`src/rtl/mpq_pkg.sv`:
```
// Shared types and constants for the min priority queue with search.
// Used by mpq_ctrl, mpq_dp, min_priority_queue_with_search_unit and the testbench.
`default_nettype none

package mpq_pkg;

   // Widths of the payload fields
   localparam int DATA_WIDTH   = 32;
   localparam int MODE_WIDTH   = 2;
   localparam int STATUS_WIDTH = 2;
   localparam int ECOUNT_WIDTH = 5;

   // Packed stream widths, rounded up to whole bytes
   localparam int REQ_WIDTH = 40;
   localparam int RSP_WIDTH = 40;

   // Default number of stored values
   localparam int CAPACITY_DEFAULT = 16;

   // Operation codes; the fourth code is a no-op
   typedef enum logic [MODE_WIDTH-1:0] {
      MODE_INSERT = 2'd0,
      MODE_DELETE = 2'd1,
      MODE_SEARCH = 2'd2
   } mode_type;

   // Result status codes
   typedef enum logic [STATUS_WIDTH-1:0] {
      STATUS_OK    = 2'd0,
      STATUS_FULL  = 2'd1,
      STATUS_EMPTY = 2'd2
   } status_type;

   // Write data / address select for the store
   typedef enum logic [1:0] {
      WR_VALUE = 2'd0,   // request value at idx
      WR_UP    = 2'd1,   // read data at idx (shift toward the tail)
      WR_DOWN  = 2'd2    // read data at idx-1 (shift toward the head)
   } wr_sel_type;

   // Controller to datapath commands
   typedef struct packed {
      logic       load;          // capture request, init index and status
      logic       rd_en;         // issue a store read
      logic       rd_prev;       // read at idx-1 instead of idx
      logic       wr_en;         // write the store
      wr_sel_type wr_sel;
      logic       idx_inc;
      logic       idx_dec;
      logic       cnt_inc;
      logic       cnt_dec;
      logic       min_from_val;
      logic       min_from_rdata;
      logic       found_set;
      logic       rsp_load;      // load the result register
   } cmd_type;

   // Datapath to controller status
   typedef struct packed {
      logic     [MODE_WIDTH-1:0] op;
      logic     full;
      logic     empty;
      logic     idx_zero;
      logic     idx_one;
      logic     idx_at_count;
      logic     greater;         // read data > request value (signed)
      logic     equal;           // read data == request value
      logic     rsp_free;        // result register can take a new result
   } stat_type;

endpackage : mpq_pkg

`default_nettype wire

```
`src/rtl/mpq_ram.sv`:
```
// Generic single-write, single-read RAM with registered read data.
// No dependencies.
`default_nettype none

module mpq_ram #(
   parameter int WIDTH = 32,
   parameter int DEPTH = 16
) (
   input  wire logic                     clock,
   input  wire logic                     wr_en,
   input  wire logic [$clog2(DEPTH)-1:0] wr_addr,
   input  wire logic [WIDTH-1:0]         wr_data,
   input  wire logic                     rd_en,
   input  wire logic [$clog2(DEPTH)-1:0] rd_addr,
   output logic      [WIDTH-1:0]         rd_data
);

   logic [WIDTH-1:0] mem [DEPTH];

   // write port
   always_ff @(posedge clock) begin
      if (wr_en) begin
         mem[wr_addr] <= wr_data;
      end
   end

   // registered read port
   always_ff @(posedge clock) begin
      if (rd_en) begin
         rd_data <= mem[rd_addr];
      end
   end

endmodule : mpq_ram

`default_nettype wire

```
`src/rtl/mpq_ctrl.sv`:
```
// Sequencing state machine for the priority queue: scans the sorted store
// one entry per read/compare pair. Depends on mpq_pkg.
`default_nettype none

module mpq_ctrl
   import mpq_pkg::*;
(
   input  wire logic                  clock,
   input  wire logic                  reset,
   input  wire logic                  req_tvalid,
   input  wire logic [MODE_WIDTH-1:0] req_mode,
   output logic                      req_tready,
   input  wire stat_type              stat,
   output cmd_type                   cmd
);

   typedef enum logic [3:0] {
      ST_IDLE = 4'b0001,
      ST_READ = 4'b0010,
      ST_CMP  = 4'b0100,
      ST_DONE = 4'b1000
   } state_type;

   state_type state_ff, state_in;

   assign req_tready = (state_ff == ST_IDLE);

   // next state and commands
   always_comb begin
      state_in = state_ff;
      cmd      = '0;
      cmd.wr_sel = WR_VALUE;
      unique case (state_ff)
         ST_IDLE: begin
            if (req_tvalid) begin
               cmd.load = 1'b1;
               priority if (req_mode == MODE_INSERT && !stat.full) begin
                  state_in = ST_READ;
               end else if (req_mode == MODE_DELETE && !stat.empty) begin
                  state_in = ST_READ;
               end else if (req_mode == MODE_SEARCH) begin
                  state_in = ST_READ;
               end else begin
                  state_in = ST_DONE;
               end
            end
         end
         ST_READ: begin
            unique case (stat.op)
               MODE_INSERT: begin
                  if (stat.idx_zero) begin
                     // reached the head: new minimum
                     cmd.wr_en        = 1'b1;
                     cmd.wr_sel       = WR_VALUE;
                     cmd.min_from_val = 1'b1;
                     cmd.cnt_inc      = 1'b1;
                     state_in         = ST_DONE;
                  end else begin
                     cmd.rd_en   = 1'b1;
                     cmd.rd_prev = 1'b1;
                     state_in    = ST_CMP;
                  end
               end
               MODE_DELETE: begin
                  if (stat.idx_at_count) begin
                     cmd.cnt_dec = 1'b1;
                     state_in    = ST_DONE;
                  end else begin
                     cmd.rd_en = 1'b1;
                     state_in  = ST_CMP;
                  end
               end
               MODE_SEARCH: begin
                  if (stat.idx_at_count) begin
                     state_in = ST_DONE;
                  end else begin
                     cmd.rd_en = 1'b1;
                     state_in  = ST_CMP;
                  end
               end
               default: begin
                  state_in = ST_DONE;
               end
            endcase
         end
         ST_CMP: begin
            unique case (stat.op)
               MODE_INSERT: begin
                  cmd.wr_en = 1'b1;
                  if (stat.greater) begin
                     cmd.wr_sel  = WR_UP;
                     cmd.idx_dec = 1'b1;
                     state_in    = ST_READ;
                  end else begin
                     // equal values stay ahead of the new one
                     cmd.wr_sel  = WR_VALUE;
                     cmd.cnt_inc = 1'b1;
                     state_in    = ST_DONE;
                  end
               end
               MODE_DELETE: begin
                  cmd.wr_en          = 1'b1;
                  cmd.wr_sel         = WR_DOWN;
                  cmd.min_from_rdata = stat.idx_one;
                  cmd.idx_inc        = 1'b1;
                  state_in           = ST_READ;
               end
               MODE_SEARCH: begin
                  if (stat.equal) begin
                     cmd.found_set = 1'b1;
                     state_in      = ST_DONE;
                  end else begin
                     cmd.idx_inc = 1'b1;
                     state_in    = ST_READ;
                  end
               end
               default: begin
                  state_in = ST_DONE;
               end
            endcase
         end
         ST_DONE: begin
            if (stat.rsp_free) begin
               cmd.rsp_load = 1'b1;
               state_in     = ST_IDLE;
            end
         end
         default: begin
            state_in = ST_IDLE;
         end
      endcase
   end

   always_ff @(posedge clock) begin
      if (reset) begin
         state_ff <= ST_IDLE;
      end else begin
         state_ff <= state_in;
      end
   end

endmodule : mpq_ctrl

`default_nettype wire

```
`src/rtl/mpq_dp.sv`:
```
// Datapath of the priority queue: sorted store, scan index, count, minimum
// and the result register. Depends on mpq_pkg and mpq_ram.
`default_nettype none

module mpq_dp
   import mpq_pkg::*;
#(
   parameter int CAPACITY = CAPACITY_DEFAULT
) (
   input  wire logic                 clock,
   input  wire logic                 reset,
   input  wire logic [REQ_WIDTH-1:0] req_tdata,
   output logic                     rsp_tvalid,
   input  wire logic                 rsp_tready,
   output logic      [RSP_WIDTH-1:0] rsp_tdata,
   input  wire cmd_type              cmd,
   output stat_type                 stat
);

   localparam int CntWidth  = $clog2(CAPACITY + 1);
   localparam int AddrWidth = $clog2(CAPACITY);

   // request fields
   logic [MODE_WIDTH-1:0] req_mode;
   logic [DATA_WIDTH-1:0] req_value;
   assign req_mode  = req_tdata[MODE_WIDTH-1:0];
   assign req_value = req_tdata[MODE_WIDTH+DATA_WIDTH-1:MODE_WIDTH];

   logic [MODE_WIDTH-1:0]   op_ff;
   logic [DATA_WIDTH-1:0]   val_ff;
   logic [CntWidth-1:0]     idx_ff, idx_in;
   logic [CntWidth-1:0]     cnt_ff, cnt_in;
   logic [DATA_WIDTH-1:0]   min_ff, min_in;
   logic                    found_ff, found_in;
   status_type              status_ff, status_in;
   logic                    rsp_valid_ff, rsp_valid_in;
   logic [RSP_WIDTH-1:0]    rsp_data_ff;

   logic [CntWidth-1:0]     idx_m1;
   logic                    full;
   logic                    empty;
   logic [DATA_WIDTH-1:0]   rd_data;
   logic [AddrWidth-1:0]    rd_addr;
   logic [AddrWidth-1:0]    wr_addr;
   logic [DATA_WIDTH-1:0]   wr_data;
   logic [CntWidth+ECOUNT_WIDTH-1:0] cnt_wide;
   logic [DATA_WIDTH-1:0]   min_out;

   assign idx_m1 = idx_ff - CntWidth'(1);
   assign full   = (cnt_ff == CntWidth'(CAPACITY));
   assign empty  = (cnt_ff == '0);

   // store addressing
   assign rd_addr = cmd.rd_prev ? idx_m1[AddrWidth-1:0] : idx_ff[AddrWidth-1:0];
   assign wr_addr = (cmd.wr_sel == WR_DOWN) ? idx_m1[AddrWidth-1:0]
                                            : idx_ff[AddrWidth-1:0];
   assign wr_data = (cmd.wr_sel == WR_VALUE) ? val_ff : rd_data;

   mpq_ram #(
      .WIDTH (DATA_WIDTH),
      .DEPTH (CAPACITY)
   ) u_store (
      .clock   (clock),
      .wr_en   (cmd.wr_en),
      .wr_addr (wr_addr),
      .wr_data (wr_data),
      .rd_en   (cmd.rd_en),
      .rd_addr (rd_addr),
      .rd_data (rd_data)
   );

   // status to controller
   assign stat.op           = op_ff;
   assign stat.full         = full;
   assign stat.empty        = empty;
   assign stat.idx_zero     = (idx_ff == '0);
   assign stat.idx_one      = (idx_ff == CntWidth'(1));
   assign stat.idx_at_count = (idx_ff == cnt_ff);
   assign stat.greater      = ($signed(rd_data) > $signed(val_ff));
   assign stat.equal        = (rd_data == val_ff);
   assign stat.rsp_free     = !rsp_valid_ff || rsp_tready;

   // index, count, minimum, found and status updates
   always_comb begin
      idx_in    = idx_ff;
      cnt_in    = cnt_ff;
      min_in    = min_ff;
      found_in  = found_ff;
      status_in = status_ff;
      if (cmd.load) begin
         found_in = 1'b0;
         priority if (req_mode == MODE_INSERT) begin
            idx_in    = cnt_ff;
            status_in = full ? STATUS_FULL : STATUS_OK;
         end else if (req_mode == MODE_DELETE) begin
            idx_in    = CntWidth'(1);
            status_in = empty ? STATUS_EMPTY : STATUS_OK;
         end else begin
            idx_in    = '0;
            status_in = STATUS_OK;
         end
      end
      if (cmd.idx_inc) begin
         idx_in = idx_ff + CntWidth'(1);
      end
      if (cmd.idx_dec) begin
         idx_in = idx_m1;
      end
      if (cmd.cnt_inc) begin
         cnt_in = cnt_ff + CntWidth'(1);
      end
      if (cmd.cnt_dec) begin
         cnt_in = cnt_ff - CntWidth'(1);
      end
      if (cmd.min_from_val) begin
         min_in = val_ff;
      end
      if (cmd.min_from_rdata) begin
         min_in = rd_data;
      end
      if (cmd.found_set) begin
         found_in = 1'b1;
      end
   end

   // result fields
   assign cnt_wide = (CntWidth+ECOUNT_WIDTH)'(cnt_ff);
   assign min_out  = empty ? '0 : min_ff;

   // result handshake
   always_comb begin
      rsp_valid_in = rsp_valid_ff;
      if (rsp_tready) begin
         rsp_valid_in = 1'b0;
      end
      if (cmd.rsp_load) begin
         rsp_valid_in = 1'b1;
      end
   end

   // control registers
   always_ff @(posedge clock) begin
      if (reset) begin
         cnt_ff       <= '0;
         rsp_valid_ff <= 1'b0;
      end else begin
         cnt_ff       <= cnt_in;
         rsp_valid_ff <= rsp_valid_in;
      end
   end

   // payload registers
   always_ff @(posedge clock) begin
      if (cmd.load) begin
         op_ff  <= req_mode;
         val_ff <= req_value;
      end
      idx_ff    <= idx_in;
      min_ff    <= min_in;
      found_ff  <= found_in;
      status_ff <= status_in;
      if (cmd.rsp_load) begin
         rsp_data_ff <= {min_out, cnt_wide[ECOUNT_WIDTH-1:0], status_ff, found_ff};
      end
   end

   assign rsp_tvalid = rsp_valid_ff;
   assign rsp_tdata  = rsp_data_ff;

endmodule : mpq_dp

`default_nettype wire

```
`src/rtl/min_priority_queue_with_search_unit.sv`:
```
// Min priority queue with search: top level joining controller and datapath.
// One request at a time: req_tready is high only in the idle state, and a request is held off
// until the result of the last one is loaded into the result register, which waits while an
// untaken result is held there. rsp_tvalid rises in the same cycle that req_tready returns. A
// no-op, dropped insert or empty delete skips the store scan; the others scan one entry per
// read and compare state pair. Reset clears state, count and result valid. Uses mpq_ctrl, mpq_dp.
`default_nettype none

module min_priority_queue_with_search_unit
   import mpq_pkg::*;
#(
   parameter int CAPACITY = CAPACITY_DEFAULT
) (
   input  wire logic                 clock,
   input  wire logic                 reset,
   input  wire logic                 req_tvalid,
   output logic                     req_tready,
   input  wire logic [REQ_WIDTH-1:0] req_tdata,   // mode[1:0], value[33:2], zero pad
   output logic                     rsp_tvalid,
   input  wire logic                 rsp_tready,
   output logic      [RSP_WIDTH-1:0] rsp_tdata    // found[0], status[2:1],
                                                  // entry_count[7:3], min_value[39:8]
);

   cmd_type  cmd;
   stat_type stat;

   mpq_ctrl u_ctrl (
      .clock      (clock),
      .reset      (reset),
      .req_tvalid (req_tvalid),
      .req_mode   (req_tdata[MODE_WIDTH-1:0]),
      .req_tready (req_tready),
      .stat       (stat),
      .cmd        (cmd)
   );

   mpq_dp #(
      .CAPACITY (CAPACITY)
   ) u_dp (
      .clock      (clock),
      .reset      (reset),
      .req_tdata  (req_tdata),
      .rsp_tvalid (rsp_tvalid),
      .rsp_tready (rsp_tready),
      .rsp_tdata  (rsp_tdata),
      .cmd        (cmd),
      .stat       (stat)
   );

   // never grow past capacity or shrink below empty
   a_no_overfill: assert property (@(posedge clock) disable iff (reset)
      cmd.cnt_inc |-> !stat.full)
      else $error("count increment while full");

   a_no_underflow: assert property (@(posedge clock) disable iff (reset)
      cmd.cnt_dec |-> !stat.empty)
      else $error("count decrement while empty");

   // a result is only loaded when the output register is free
   a_rsp_free: assert property (@(posedge clock) disable iff (reset)
      cmd.rsp_load |-> stat.rsp_free)
      else $error("result overwritten before taken");

   // one request at a time
   a_busy_after_accept: assert property (@(posedge clock) disable iff (reset)
      (req_tvalid && req_tready) |=> !req_tready)
      else $error("request taken while busy");

endmodule : min_priority_queue_with_search_unit

`default_nettype wire

```
`config.mk`:
```
export PLATFORM = sky130hd
export DESIGN_NAME = min_priority_queue_with_search_unit
export DESIGN_NICKNAME = d
export VERILOG_FILES = /design/src/rtl/mpq_pkg.sv /design/src/rtl/mpq_ram.sv /design/src/rtl/mpq_ctrl.sv /design/src/rtl/mpq_dp.sv /design/src/rtl/min_priority_queue_with_search_unit.sv
export SDC_FILE = /design/constraint.sdc
export NUM_CORES = 1
export LEC_CHECK = 0
export BUFFER_PORTS_ARGS = -buffer_cell sky130_fd_sc_hd__buf_4
export CORE_MARGIN = 2
export CORE_UTILIZATION = 25
export DETAILED_ROUTE_END_ITERATION = 6
export PLACE_DENSITY = 0.48
export SETUP_SLACK_MARGIN = 0.15
export SYNTH_ARGS = -nofsm -noshare
export SYNTH_HDL_FRONTEND = slang
export SYNTH_SLANG_ARGS = --single-unit
```
`constraint.sdc`:
```
create_clock -name clock -period 13.2 [get_ports clock]
set_input_delay 0.66 -clock clock [delete_from_list [all_inputs] [get_ports clock]]
set_output_delay 0.66 -clock clock [all_outputs]
set_load 0.005 [all_outputs]
```
---- After elaboration in Yosys (flattened, before gate mapping) ----
Memory sizes are Yosys's and may differ from the RTL's. A register that Yosys moved wholly into a read port is not among the register bits.
Cells that the tools add are included.
storage, ports and cells
  register bits ........................... 124
  bits of input ports ..................... 44
  memories ................................ 1
  bits in writable memories ............... 512
operators by class
  mux-type cells .......................... 61
  equality and inequality tests ........... 15
  add/sub/neg operators ................... 4
  $lt $le $gt $ge ......................... 1
  reduce and logical (&&, ||, !) cells .... 17
memory list
  memory            depth  width  rd ports  clocked after Yosys merged registers in  write ports  RTL line       RTL
  u_dp.u_store.mem  16     32     1         1                                        1            mpq_ram.sv:18  logic [WIDTH-1:0] mem [DEPTH];
operator list
  cell                                               count
  2-to-1 mux 32 bit                                  3
  2-to-1 mux 4 bit                                   12
  == test 32 bit                                     1
  greater-than comparator 32 bit                     1
  2-to-1 mux 5 bit                                   6
  2-to-1 mux 1 bit                                   22
  2-to-1 mux 2 bit                                   9
  one-hot mux 4 bit (4 select lines)                 1
  one-hot mux 3 bit (2 select lines)                 2
  one-hot mux 4 bit (3 select lines)                 1
  adder 5 x 1 -> 5 bit (second input constant)       2
  logical NOT 5 bit                                  2
  subtractor 5 x 1 -> 5 bit (second input constant)  2
  one-hot mux 4 bit (2 select lines)                 1
  == test 2 bit (second input constant)              3
  logical NOT 2 bit                                  3
  one-hot mux 1 bit (2 select lines)                 3
  nonzero test 2 bit                                 3
  == test 5 x 1 -> 1 bit (second input constant)     1
  == test 5 bit                                      1
  == test 5 bit (second input constant)              1
  == test 2 x 1 -> 1 bit (second input constant)     2
  == test 4 x 1 -> 1 bit (second input constant)     1
  == test 4 x 2 -> 1 bit (second input constant)     1
  10 further kinds                                   14

---- Logic depth before layout (Yosys ltp) ----
Gate-level depths: netlist of the first run.
  depth after elaboration ................. 7
  gate-level depth with buffers ........... 13
  gate-level depth less buffers ........... 11

---- Modules after synthesis ----
A second synthesis of the first run with hierarchy kept.
unflattened totals
  cell total of the unflattened synthesis .. 1400
  area total of the unflattened synthesis .. 26718.1 um^2
by module, submodules not included
  module    area an instance (um^2)  instances  cells an instance
  mpq_ram   20155.6                  1          838
  mpq_dp    6015.8                   1          492
  mpq_ctrl  546.8                    1          70

---- Worst setup path after synthesis of the first run ----
OpenSTA, ideal clock, no wires.
  path type ............................... flip-flop to flip-flop
  from .................................... reg u_dp.idx_ff[0]
  to ...................................... mem u_dp.u_store.mem[10][0] (enable)
  library setup time ...................... 0.470 ns
  data required time ...................... 12.730 ns
  arrival time ............................ 4.749 ns
  path slack .............................. 7.981 ns
  buffers on the path ..................... 2
  stages on the path, launching flop included .. 10
  cell sequence ........................... edfxtp_1 clkbuf_1 inv_1 ha_1 inv_1 nor4_1 nand3_1 and2_1 clkbuf_1 a211oi_1
on the way
  word-level cells in the longest chain between the ends .. 6
  elaborated cells between the ends (all ways) .. 8
  those cells by class .................... add/sub (1); mux (6); reduce/logical (1)
ends and longest elaborated chain
  what                                    RTL line        RTL
  start: declaration                      mpq_dp.sv:31    logic [CntWidth-1:0] idx_ff, idx_in;
  start signal: assignment                mpq_dp.sv:158   idx_ff <= idx_in;
  logical NOT 5 bit                       mpq_dp.sv:76    assign stat.idx_zero = (idx_ff == '0);
  2-to-1 mux 3 bit                        mpq_ctrl.sv:51  if (stat.idx_zero) begin
  2-to-1 mux 4 bit                        mpq_ctrl.sv:49  unique case (stat.op)
  one-hot mux 3 bit (2 select lines)      mpq_ctrl.sv:33  unique case (state_ff)
  2-to-1 mux 1 bit                        mpq_ram.sv:22   if (wr_en) begin
  2-to-1 mux 1 bit (implied by the code)  mpq_ram.sv:23   mem[wr_addr] <= wr_data;
  end: declaration                        mpq_ram.sv:18
Parallel ways exist; a longest one is shown, timed or not.

---- Worst setup path after layout of the first run ----
  from .................................... reg u_dp.u_store.rd_data[31], read port of u_dp.u_store.mem
  to ...................................... mem u_dp.u_store.mem[15][31] (enable)
on the way
  word-level cells in the longest chain between the ends .. 6
ends and longest elaborated chain
  what                                RTL line        RTL
  start: declaration                  mpq_ram.sv:15   output logic [WIDTH-1:0] rd_data
  greater-than comparator 32 bit      mpq_dp.sv:79    assign stat.greater = ($signed(rd_data) > $signed(val_ff));
  2-to-1 mux 1 bit                    mpq_ctrl.sv:90  if (stat.greater) begin
  one-hot mux 3 bit (2 select lines)  mpq_ctrl.sv:87  unique case (stat.op)
  one-hot mux 3 bit (2 select lines)  mpq_ctrl.sv:33
  == test 2 bit                       mpq_dp.sv:55    assign wr_addr = (cmd.wr_sel == WR_DOWN) ? idx_m1[AddrWidth-1:0]
  2-to-1 mux 4 bit                    mpq_dp.sv:55
Every way passes these cells.

==> impl_metrics.tcl, run 1 <==
set metrics [dict create \
    status "finished, final reports clean" \
    clk_pin_slew_ns 0.06 \
    worst_clock_skew_ns 0.0554 \
    cts_resized 0 \
    dp_hpwl_um 35800 \
    critical_path.startpoint_type "register" \
    post-route-period-util 0.408 \
    wl_um 67600 \
    grt_pass1_vias 13800 \
    core_area_um2 107000 \
    grt.overflow.total 0 \
    slew_violations 0 \
    cp_data_required_time_ns 13.45 \
    wire_per_inst_um 23.2 \
    syn_area_per_cell_um2 20.5 \
    gp_congestion 0.744 \
    tightestPinTransition_ns 1.19 \
    row_count 120 \
    p_leak_nw 10.2 \
    die_w_um 332 \
    synth_cells 1313 \
    root_buffer "clkbuf_16" \
    maxSlewHeadroom 0.198 \
    synth_cell_types 56 \
    async_reset_ff_frac 0 \
    dieArea_um2 110000 \
    htreeDepth 3 \
    netlist_top_cells_area "edfxtp_1, mux4_2, mux2_2" \
    ioPinCount 86 \
    rsz0062_at_grt "no" \
    cts_inserted_buffers 75 \
    setup.worst_path.class "register to register" \
    ys.flop_type "edfxtp_1" \
    cts_max_path_buffers 3 \
    ff_latch_area_um2 19900 \
    nFillCells 10500 \
    drc 0 \
    synth.net_count 1401 \
    portBuffers 79 \
    period_minus_slack_ns 5.38 \
    die_height_um 332 \
    postCtsHoldBufs 0 \
    critical_path_arrival_ns 5.63 \
    multiInputGateArea_um2 6780 \
    grtUsageTotal 0.121 \
    cts_tree "built" \
    area_growth_pct 18.3 \
    synth_warnings 0 \
    yosysTopAreaCell "edfxtp_1" \
    ant_nets 0 \
    rrSetupSlack_ns 7.82 \
    drv_cap 0 \
    yosysSeqAreaShare 0.741 \
    fmax_mhz 186 \
    synth-edff-count 657 \
    clock-sinks 668 \
    finalHoldViolCount 0 \
    first_iter_violations 1062 \
    start_util 0.252 \
    grt_max_degree 97 \
    drive_gt1_frac 0.305 \
    grt_pass1_wl_um 96700 \
    hold_path.class "input pin to register" \
    first_pass_iters 5 \
    antenna_found_initial 3 \
    fin_nets 1533 \
    path_max_fanout 17 \
    netlist.area_leader.share 0.732 \
    vdd_drop_max_v 0.0000902 \
    vias 13100 \
    whs_ns 0.191 \
    cp-end-kind "register" \
    syn-cell-area_um2 26900 \
    fin_tns_setup_ns 0 \
    viasPerCell 4.51 \
    n_antenna_cell 0 \
    setup_viol 0 \
    power.density_nw_per_um2 145 \
    yosys_register_bits 668 \
    post-cts-setup-buffer-count 0 \
    utilization 0.298 \
    insertion_delay_ns 0.65 \
]
-- sequential cells by signal, summed over array words and instances (netlist names) --
register	count
u_dp.found_ff	1
u_dp.idx_ff	5
u_dp.rsp_tvalid	1
u_dp.u_store.rd_data	32
u_dp.val_ff	32
u_dp.u_store.mem	512
u_dp.min_ff	32
u_dp.status_ff	2
u_ctrl.state_ff	4
u_dp.cnt_ff	5
u_dp.rsp_tdata	40
u_dp.op_ff	2
-- routing by layer --
metal  global-route usage  part of all wire  up-vias  wire (um)
met4               0.0337             0.022        4       1510
met1                0.171              0.47     6962      31500
li1                     -                 -     5660          -
met2                0.189              0.46      373      31000
met3               0.0255             0.053      110       3590
met5                    0           0.00046        -         31
-- worst max-delay path: stages (launching register included) --
cell and delay [ns]:
edfxtp_1 0.41, ha_1 0.55, nand4_1 0.37, nor4_1 0.80
nand2_1 0.53, nand3_1 0.26, o22ai_1 0.20, nor4_1 0.32
a31oi_1 0.25, nor2_4 0.76, buf_4 0.53
-- stage by stage --
stage / setup WS (ns) / cell area (um^2) / std cells / power [mW]
final: 7.82 / 31900 / 2909 / 4.63
after global routing: 7.44 / 31900 / 2909 / 4.79
after CTS: 7.69 / 31900 / 2909 / 4.69
after detailed placement: 7.69 / 29500 / 2771 / 2.67
after global placement: 7.70 / 29500 / 2771 / 2.67
after floorplan: 7.98 / 26900 / 1313 / 2.59
-- logic make-up (layout without fill, tap and decap cells) --
group / Yosys count / after routing / synth area share
flops: 668 / 668 / 0.741
mux: 233 / 233 / 0.164
simple gates: 170 / 170 / 0.0340
buf+inv: 100 / 293 / 0.0167
compound gates: 82 / 82 / 0.0189
fa+ha+maj: 44 / 44 / 0.0207
xor+xnor: 16 / 16 / 0.00520
-- cells in the final DEF (no fill, tap or decap), types with 5 or more instances in the layout --
master and n:
a21oi_1 27, a31oi_1 9, buf_4 108, clkbuf_1 17, clkbuf_16 76, clkinv_1 19
clkinv_2 10, dfxtp_1 11, edfxtp_1 657, ha_1 43, inv_1 45, mux2_1 11
mux2_2 54, mux2i_1 7, mux4_2 160, nand2_1 30, nand2b_1 5, nand3_1 18
nand4_1 9, nor2_1 21, nor2_4 10, nor2b_1 35, nor3_1 10, nor4_1 8
o21ai_0 12, xnor2_1 7, xor2_1 6
-- synth_stat cells (3+ instances only) --
library cell and instances:
nand3_1 19, edfxtp_1 657, mux4_2 160, xnor2_1 9
buf_2 8, nor4b_1 3, a211oi_1 7, nand4_1 9
or2_2 3, and3_1 3, ha_1 43, nand3b_1 3
a21o_1 4, nor3_1 10, buf_1 13, nor2_1 30
inv_1 46, mux2i_1 8, dfxtp_1 11, nand2_1 31
nand2b_1 6, buf_4 13, nor2b_1 37, a21oi_1 31
mux2_2 54, clkbuf_1 17, nor4_1 8, xor2_1 7
mux2_1 11, a31oi_1 9, o22ai_1 3, o21ai_0 12
-- power breakdown --
part           total (mW)  switching (mW)  internal (mW)  leakage [nW]
Combinational       0.250           0.138          0.112          2.97
Clock                2.01           0.873           1.14          1.15
Sequential           2.37          0.0155           2.36          6.03
-- cell type report --
| type | instances | share of cell area |
|---|---|---|
| clock buffer | 93 | 0.0617 |
| clock inverter | 45 | 0.0129 |
| inverter | 46 | 0.00542 |
| multi-input combinational | 545 | 0.213 |
| sequential | 668 | 0.626 |
| tap | 1403 | 0.0551 |
| timing repair buffer | 109 | 0.0261 |
-- final timing paths --
kind                                                from                       end  cells after the start
worst max register to register  u_dp.u_store.rd_data[31]  u_dp.u_store.mem[15][31]                     10
worst min register to register         u_dp.status_ff[0]         u_dp.rsp_tdata[1]                      0
worst max-delay path            u_dp.u_store.rd_data[31]  u_dp.u_store.mem[15][31]                     10
worst min-delay path                       req_tdata[22]           u_dp.val_ff[20]                      1
No activity file was read; power rests on OpenSTA's default activity.
==> run 2, diff against run 1 <==
--- a/config.mk
+++ b/config.mk
@@ -5,11 +5,12 @@
 export SDC_FILE = /design/constraint.sdc
 export NUM_CORES = 1
 export LEC_CHECK = 0
+export ABC_AREA = 1
 export BUFFER_PORTS_ARGS = -buffer_cell sky130_fd_sc_hd__buf_4
 export CORE_MARGIN = 2
 export CORE_UTILIZATION = 25
 export DETAILED_ROUTE_END_ITERATION = 6
-export PLACE_DENSITY = 0.48
+export PLACE_DENSITY = 0.49
 export SETUP_SLACK_MARGIN = 0.15
 export SYNTH_ARGS = -nofsm -noshare
 export SYNTH_HDL_FRONTEND = slang
==> constraint.sdc (replaced) <==
create_clock -name clock -period 4.9 [get_ports clock]
set_input_delay 0.245 -clock clock [delete_from_list [all_inputs] [get_ports clock]]
set_output_delay 0.245 -clock clock [all_outputs]
set_load 0.005 [all_outputs]
==> impl_metrics.tcl, run 2 <==
set metrics [dict create \
    grt_pass1_wl_um 110000 \
    cts_inserted_buffers 69 \
    first_iter_violations 1608 \
    fmax_mhz 229 \
    wire_per_inst_um 19.2 \
    power_switching_mw 3.48 \
    async_reset_ff_frac 0 \
    setup_viol 0 \
    p_clk_frac 0.383 \
    synth-edff-count 657 \
    dp_hpwl_um 40700 \
    row_count 122 \
    setup.worst_path.class "register to register" \
    nFillCells 11100 \
    yosys.cell_count.top_type "edfxtp_1" \
    synth_warnings 0 \
    power_mw 13.4 \
    core_area_um2 110000 \
    path_cells "ha_1 > nand2_1 > nor2_1 > nand4_1 > nor2_2 > nand2_1 > nand3_1 > nand4_1 > inv_2 > nand2_4 > nand2_4 > buf_4 > o21ai_0 > buf_4" \
    ioPinCount 86 \
    internal_power_mw 9.95 \
    top_layer "met4" \
    path_max_fanout 38 \
    grt_max_degree 154 \
    cpMaxStageDelayCell "nand4_1" \
    grt.overflow.total 0 \
    design_area_um2 33000 \
    sequentialPowerShare 0.487 \
    finalHoldViolCount 0 \
    status "finished, final reports clean" \
    wl_met2_um 34700 \
    layout_common_cells "edfxtp_1, nor2_1, o21ai_0, nand2_1, buf_4" \
    post-cts-setup-buffer-count 0 \
    whs_ns 0.0420 \
    antenna_found_initial 1 \
    cp-end-kind "register" \
    power.density_nw_per_um2 407 \
    drc 0 \
    maxSlewHeadroom 0.298 \
    critical_path.startpoint_type "register" \
    fin_nets 2390 \
    place_ws_ns 0.566 \
    netlist_top_cells_area "edfxtp_1, o21ai_0, nor2_1" \
    dieArea_um2 114000 \
    cts_tree "built" \
    vias 17600 \
    utilization 0.299 \
    switching_share 0.259 \
    synth.net_count 2248 \
    p_leak_nw 11.3 \
    p_comb_frac 0.130 \
    finalNonFillerCells 3845 \
    synth_cells 2160 \
    gp_congestion 0.806 \
    place_inst 3683 \
    slew_violations 0 \
    first_pass_iters 6 \
    syn_area_per_cell_um2 12.8 \
    ys.flop_type "edfxtp_1" \
    insertion_delay_ns 0.62 \
    cts_max_path_buffers 3 \
    die_height_um 337 \
    period_minus_slack_ns 4.37 \
    clk_pin_slew_ns 0.06 \
    grt_pass1_vias 17200 \
    die_w_um 337 \
    ant_nets 0 \
    fin_ws_ns 0.527 \
    yosysTopAreaCell "edfxtp_1" \
    portBuffers 79 \
    wl_um 73900 \
    cp_data_required_time_ns 5.24 \
    htreeDepth 3 \
    largest-register "u_dp.u_store.mem" \
    post-route-period-util 0.893 \
    yosysSeqAreaShare 0.720 \
    grtUsageTotal 0.129 \
    drv_cap 0 \
    clock-sinks 668 \
    yosys_register_bits 668 \
    drive_gt1_frac 0.132 \
    placed_area_um2 30400 \
    vdd_drop_max_v 0.000195 \
    hold_path.class "input pin to register" \
    area_growth_pct 19.1 \
    netlist.area_leader.share 0.712 \
    slowest_delay_ns 0.49 \
    tightestPinTransition_ns 1.05 \
    syn-cell-area_um2 27700 \
    synth_cell_types 42 \
    rsz0062_at_grt "no" \
    worst_clock_skew_ns 0.0189 \
    critical_path_arrival_ns 4.71 \
    synthTopCellsByCount "edfxtp_1, nor2_1, o21ai_0" \
    largest_reg_flops 512 \
    met3_length_um 4190 \
    fin_tns_setup_ns 0 \
    start_util 0.251 \
    final_common_cell "edfxtp_1" \
    viasPerCell 4.57 \
    wl_met1_um 33300 \
    root_buffer "clkbuf_16" \
]
-- run 2: cell count changes after synthesis, moves of 71 or more --
cell | before | now
nor2_1 | 30 | 284
o21ai_1 | 0 | 98
mux4_2 | 160 | 0
o221ai_1 | 0 | 71
nand2_1 | 31 | 231
inv_1 | 46 | 128
o21ai_0 | 12 | 234
-- run 2: repair_timing --
action	CTS	global route
hold buffers	36	0
endpoints found under the hold margin	40	0
gates resized for setup	0	0
-- run 2: layer usage --
metal,global-route usage,vias up
met1,0.171,8752
met2,0.214,548
li1,-,8173
met4,0.0396,0
met3,0.0220,109
met5,0,-
-- run 2: logic make-up after synthesis --
kind of cell    Yosys count  synth area share
flops                   668             0.720
buf+inv                 261            0.0455
simple gates            626            0.0936
compound gates          552             0.118
xor+xnor                  9           0.00285
fa+ha+maj                44            0.0201
-- run 2: layout make-up --
cell class,instances,area [um^2],share of cell area
Antenna cell,1,2.50,0.0000759
Multi-Input combinational cell,1231,6670,0.202
Timing Repair Buffer,192,1770,0.0536
Inverter,140,547,0.0166
Clock inverter,32,284,0.00861
Sequential cell,668,19900,0.605
Clock buffer,93,1900,0.0577
Tap cell,1488,1860,0.0564
-- run 2: worst paths after layout --
check / start / depth (start not counted) / to / slack (ns)
worst max register to register: u_dp.u_store.rd_data[31] / 14 / u_dp.u_store.mem[8][26] / 0.53
worst max-delay path: u_dp.u_store.rd_data[31] / 14 / u_dp.u_store.mem[8][26] / 0.53
worst min-delay path: req_tvalid / 4 / u_dp.found_ff / 0.04
worst min register to register: u_dp.status_ff[1] / 0 / u_dp.rsp_tdata[2] / 0.42
-- run 2: critical path: cells and delay by family (launching register included) --
kind / cells / cell delay (ns)
buffers and inverters: 3 / 0.82
AO/OA/AOI/OAI: 1 / 0.26
flip-flops: 1 / 0.42
adder cells (fa/ha/maj): 1 / 0.46
AND/OR/NAND/NOR: 9 / 2.12
-- run 2: power groups by stage --
| stage | registers, mW | clock network (mW) | logic, mW |
|---|---|---|---|
| global placement | 6.66 | 0 | 1.69 |
| CTS | 6.54 | 5.27 | 1.76 |
| detailed placement | 6.66 | 0 | 1.73 |
| finish | 6.54 | 5.14 | 1.75 |
| floorplan | 6.65 | 0 | 1.12 |
| global route | 6.55 | 5.48 | 1.94 |
==> run 3, diff against run 2 <==
--- a/config.mk
+++ b/config.mk
@@ -10,7 +10,7 @@
 export CORE_MARGIN = 2
 export CORE_UTILIZATION = 25
 export DETAILED_ROUTE_END_ITERATION = 6
-export PLACE_DENSITY = 0.49
+export PLACE_DENSITY = 0.48
 export SETUP_SLACK_MARGIN = 0.15
 export SYNTH_ARGS = -nofsm -noshare
 export SYNTH_HDL_FRONTEND = slang
==> constraint.sdc (replaced) <==
create_clock -name clock -period 5.68 [get_ports clock]
set_input_delay 0.284 -clock clock [delete_from_list [all_inputs] [get_ports clock]]
set_output_delay 0.284 -clock clock [all_outputs]
set_load 0.005 [all_outputs]
==> impl_metrics.tcl, run 3 (synthesis gave the netlist of run 2 again) <==
set metrics [dict create \
    status "finished, final reports clean" \
    gp_congestion 0.778 \
    ioPinCount 86 \
    wl_met2_um 34800 \
    cp_data_required_time_ns 5.99 \
    first_pass_iters 6 \
    cts_tree "built" \
    critical_path_arrival_ns 4.83 \
    top_layer "met5" \
    worst_clock_skew_ns 0.0273 \
    cts_resized 0 \
    core_area_um2 110000 \
    viasPerCell 4.52 \
    largest_reg_flops 512 \
    power.density_nw_per_um2 353 \
    cts_inserted_buffers 68 \
    vias 17400 \
    area_growth_pct 18.4 \
    p_comb_frac 0.129 \
    layout_common_cells "edfxtp_1, nor2_1, o21ai_0, nand2_1, buf_4" \
    vdd_drop_max_v 0.000199 \
    nFillCells 11100 \
    drive_gt1_frac 0.134 \
    critical_path.startpoint_type "register" \
    dp_hpwl_um 43100 \
    rsz0062_at_grt "no" \
    row_count 122 \
    cpMaxStageDelayCell "nor2_4" \
    drc 0 \
    path_cells "ha_1 > nand2_1 > nor2_1 > nand4_1 > nor2_2 > nand2_1 > nand3_1 > nand4_1 > nand2_4 > nand2_1 > nand2_1 > nand3_1 > nor2_4 > buf_4" \
    finalHoldViolCount 0 \
    die_w_um 337 \
    maxSlewHeadroom 0.255 \
    setup.worst_path.class "register to register" \
    grt_pass1_vias 17100 \
    cp-end-kind "register" \
    ff_latch_area_um2 19900 \
    switching_share 0.261 \
    path_max_fanout 16 \
    setup_viol 0 \
    first_iter_violations 1427 \
    sequentialPowerShare 0.487 \
    cp_top_family "simple AND/OR/NAND/NOR gates" \
    die_height_um 337 \
    wl_um 72400 \
    fin_tns_setup_ns 0 \
    root_buffer "clkbuf_16" \
    grt.overflow.total 0 \
    slowest_delay_ns 0.68 \
    multiInputGateArea_um2 6660 \
    period_minus_slack_ns 4.52 \
    dieArea_um2 114000 \
    postCtsHoldBufs 35 \
    start_util 0.251 \
    power_switching_mw 3.02 \
    met3_length_um 4080 \
    hold_path.class "input pin to register" \
    clk_pin_slew_ns 0.06 \
    slew_violations 0 \
    cts_max_path_buffers 3 \
    p_clk_frac 0.384 \
    drv_cap 0 \
    portBuffers 79 \
    ant_nets 0 \
    post-route-period-util 0.795 \
    critical_path_buf_inv_count 1 \
    insertion_delay_ns 0.63 \
    htreeDepth 3 \
    whs_ns 0.0158 \
    clock-sinks 668 \
    crit_top_cell "nand2_1" \
    fin_nets 2394 \
    largest-register "u_dp.u_store.mem" \
    fmax_mhz 221 \
    p_leak_nw 11.2 \
    wl_met1_um 32200 \
    grtUsageTotal 0.126 \
    grt_max_degree 141 \
    post-cts-setup-buffer-count 0 \
    antenna_found_initial 4 \
    wire_per_inst_um 18.8 \
    internal_power_mw 8.57 \
    grt_pass1_wl_um 108000 \
    final_common_cell "edfxtp_1" \
    tightestPinTransition_ns 1.11 \
]
run 3: power groups by stage:
stage               Sequential [mW]  Clock, mW  Combinational (mW)
floorplan                      5.74          0               0.965
CTS                            5.64       4.57                1.51
global route                   5.65       4.75                1.67
finish                         5.64       4.45                1.50
detailed placement             5.75          0                1.49
global placement               5.75          0                1.46
run 3: worst paths after layout:
check	start	end	slack [ns]	cells past startpoint
hold / removal	rsp_tready	u_dp.rsp_tvalid	0.02	4
setup / recovery	u_dp.u_store.rd_data[31]	u_dp.u_store.mem[3][27]	1.16	14
setup reg to reg	u_dp.u_store.rd_data[31]	u_dp.u_store.mem[3][27]	1.16	14
hold reg to reg	u_dp.status_ff[0]	u_dp.rsp_tdata[1]	0.42	0
run 3: metrics by stage:
stage	cells	util	total power [mW]	area (um^2)	setup WS, ns
6_report	3844	0.297	11.6	32800	1.16
5_1_grt	3843	0.297	12.1	32800	0.851
4_1_cts	3843	0.297	11.7	32800	1.07
3_5_place_dp	3689	0.274	7.24	30300	1.08
3_3_place_gp	3689	0.274	7.21	30300	1.18
2_1_floorplan	2160	-	6.70	27700	0.842
run 3: area by class of cell:
| class | count | area share |
|---|---|---|
| tap | 1488 | 0.0568 |
| sequential | 668 | 0.608 |
| timing repair buffer | 197 | 0.0485 |
| multi-input combinational | 1231 | 0.203 |
| antenna | 1 | 0.0000763 |
| clock inverter | 40 | 0.0135 |
| inverter | 140 | 0.0166 |
| clock buffer | 79 | 0.0531 |
run 3: tightest hold or removal path, delay by kind of cell:
family	cells	cell delay, ns
AND/OR/NAND/NOR	3	0.22
buffers and inverters	1	0.08
run 3: metal layers:
| layer | vias up | track usage |
|---|---|---|
| met5 | - | 0 |
| li1 | 8184 | - |
| met3 | 101 | 0.0220 |
| met4 | 2 | 0.0337 |
| met1 | 8615 | 0.169 |
| met2 | 462 | 0.211 |
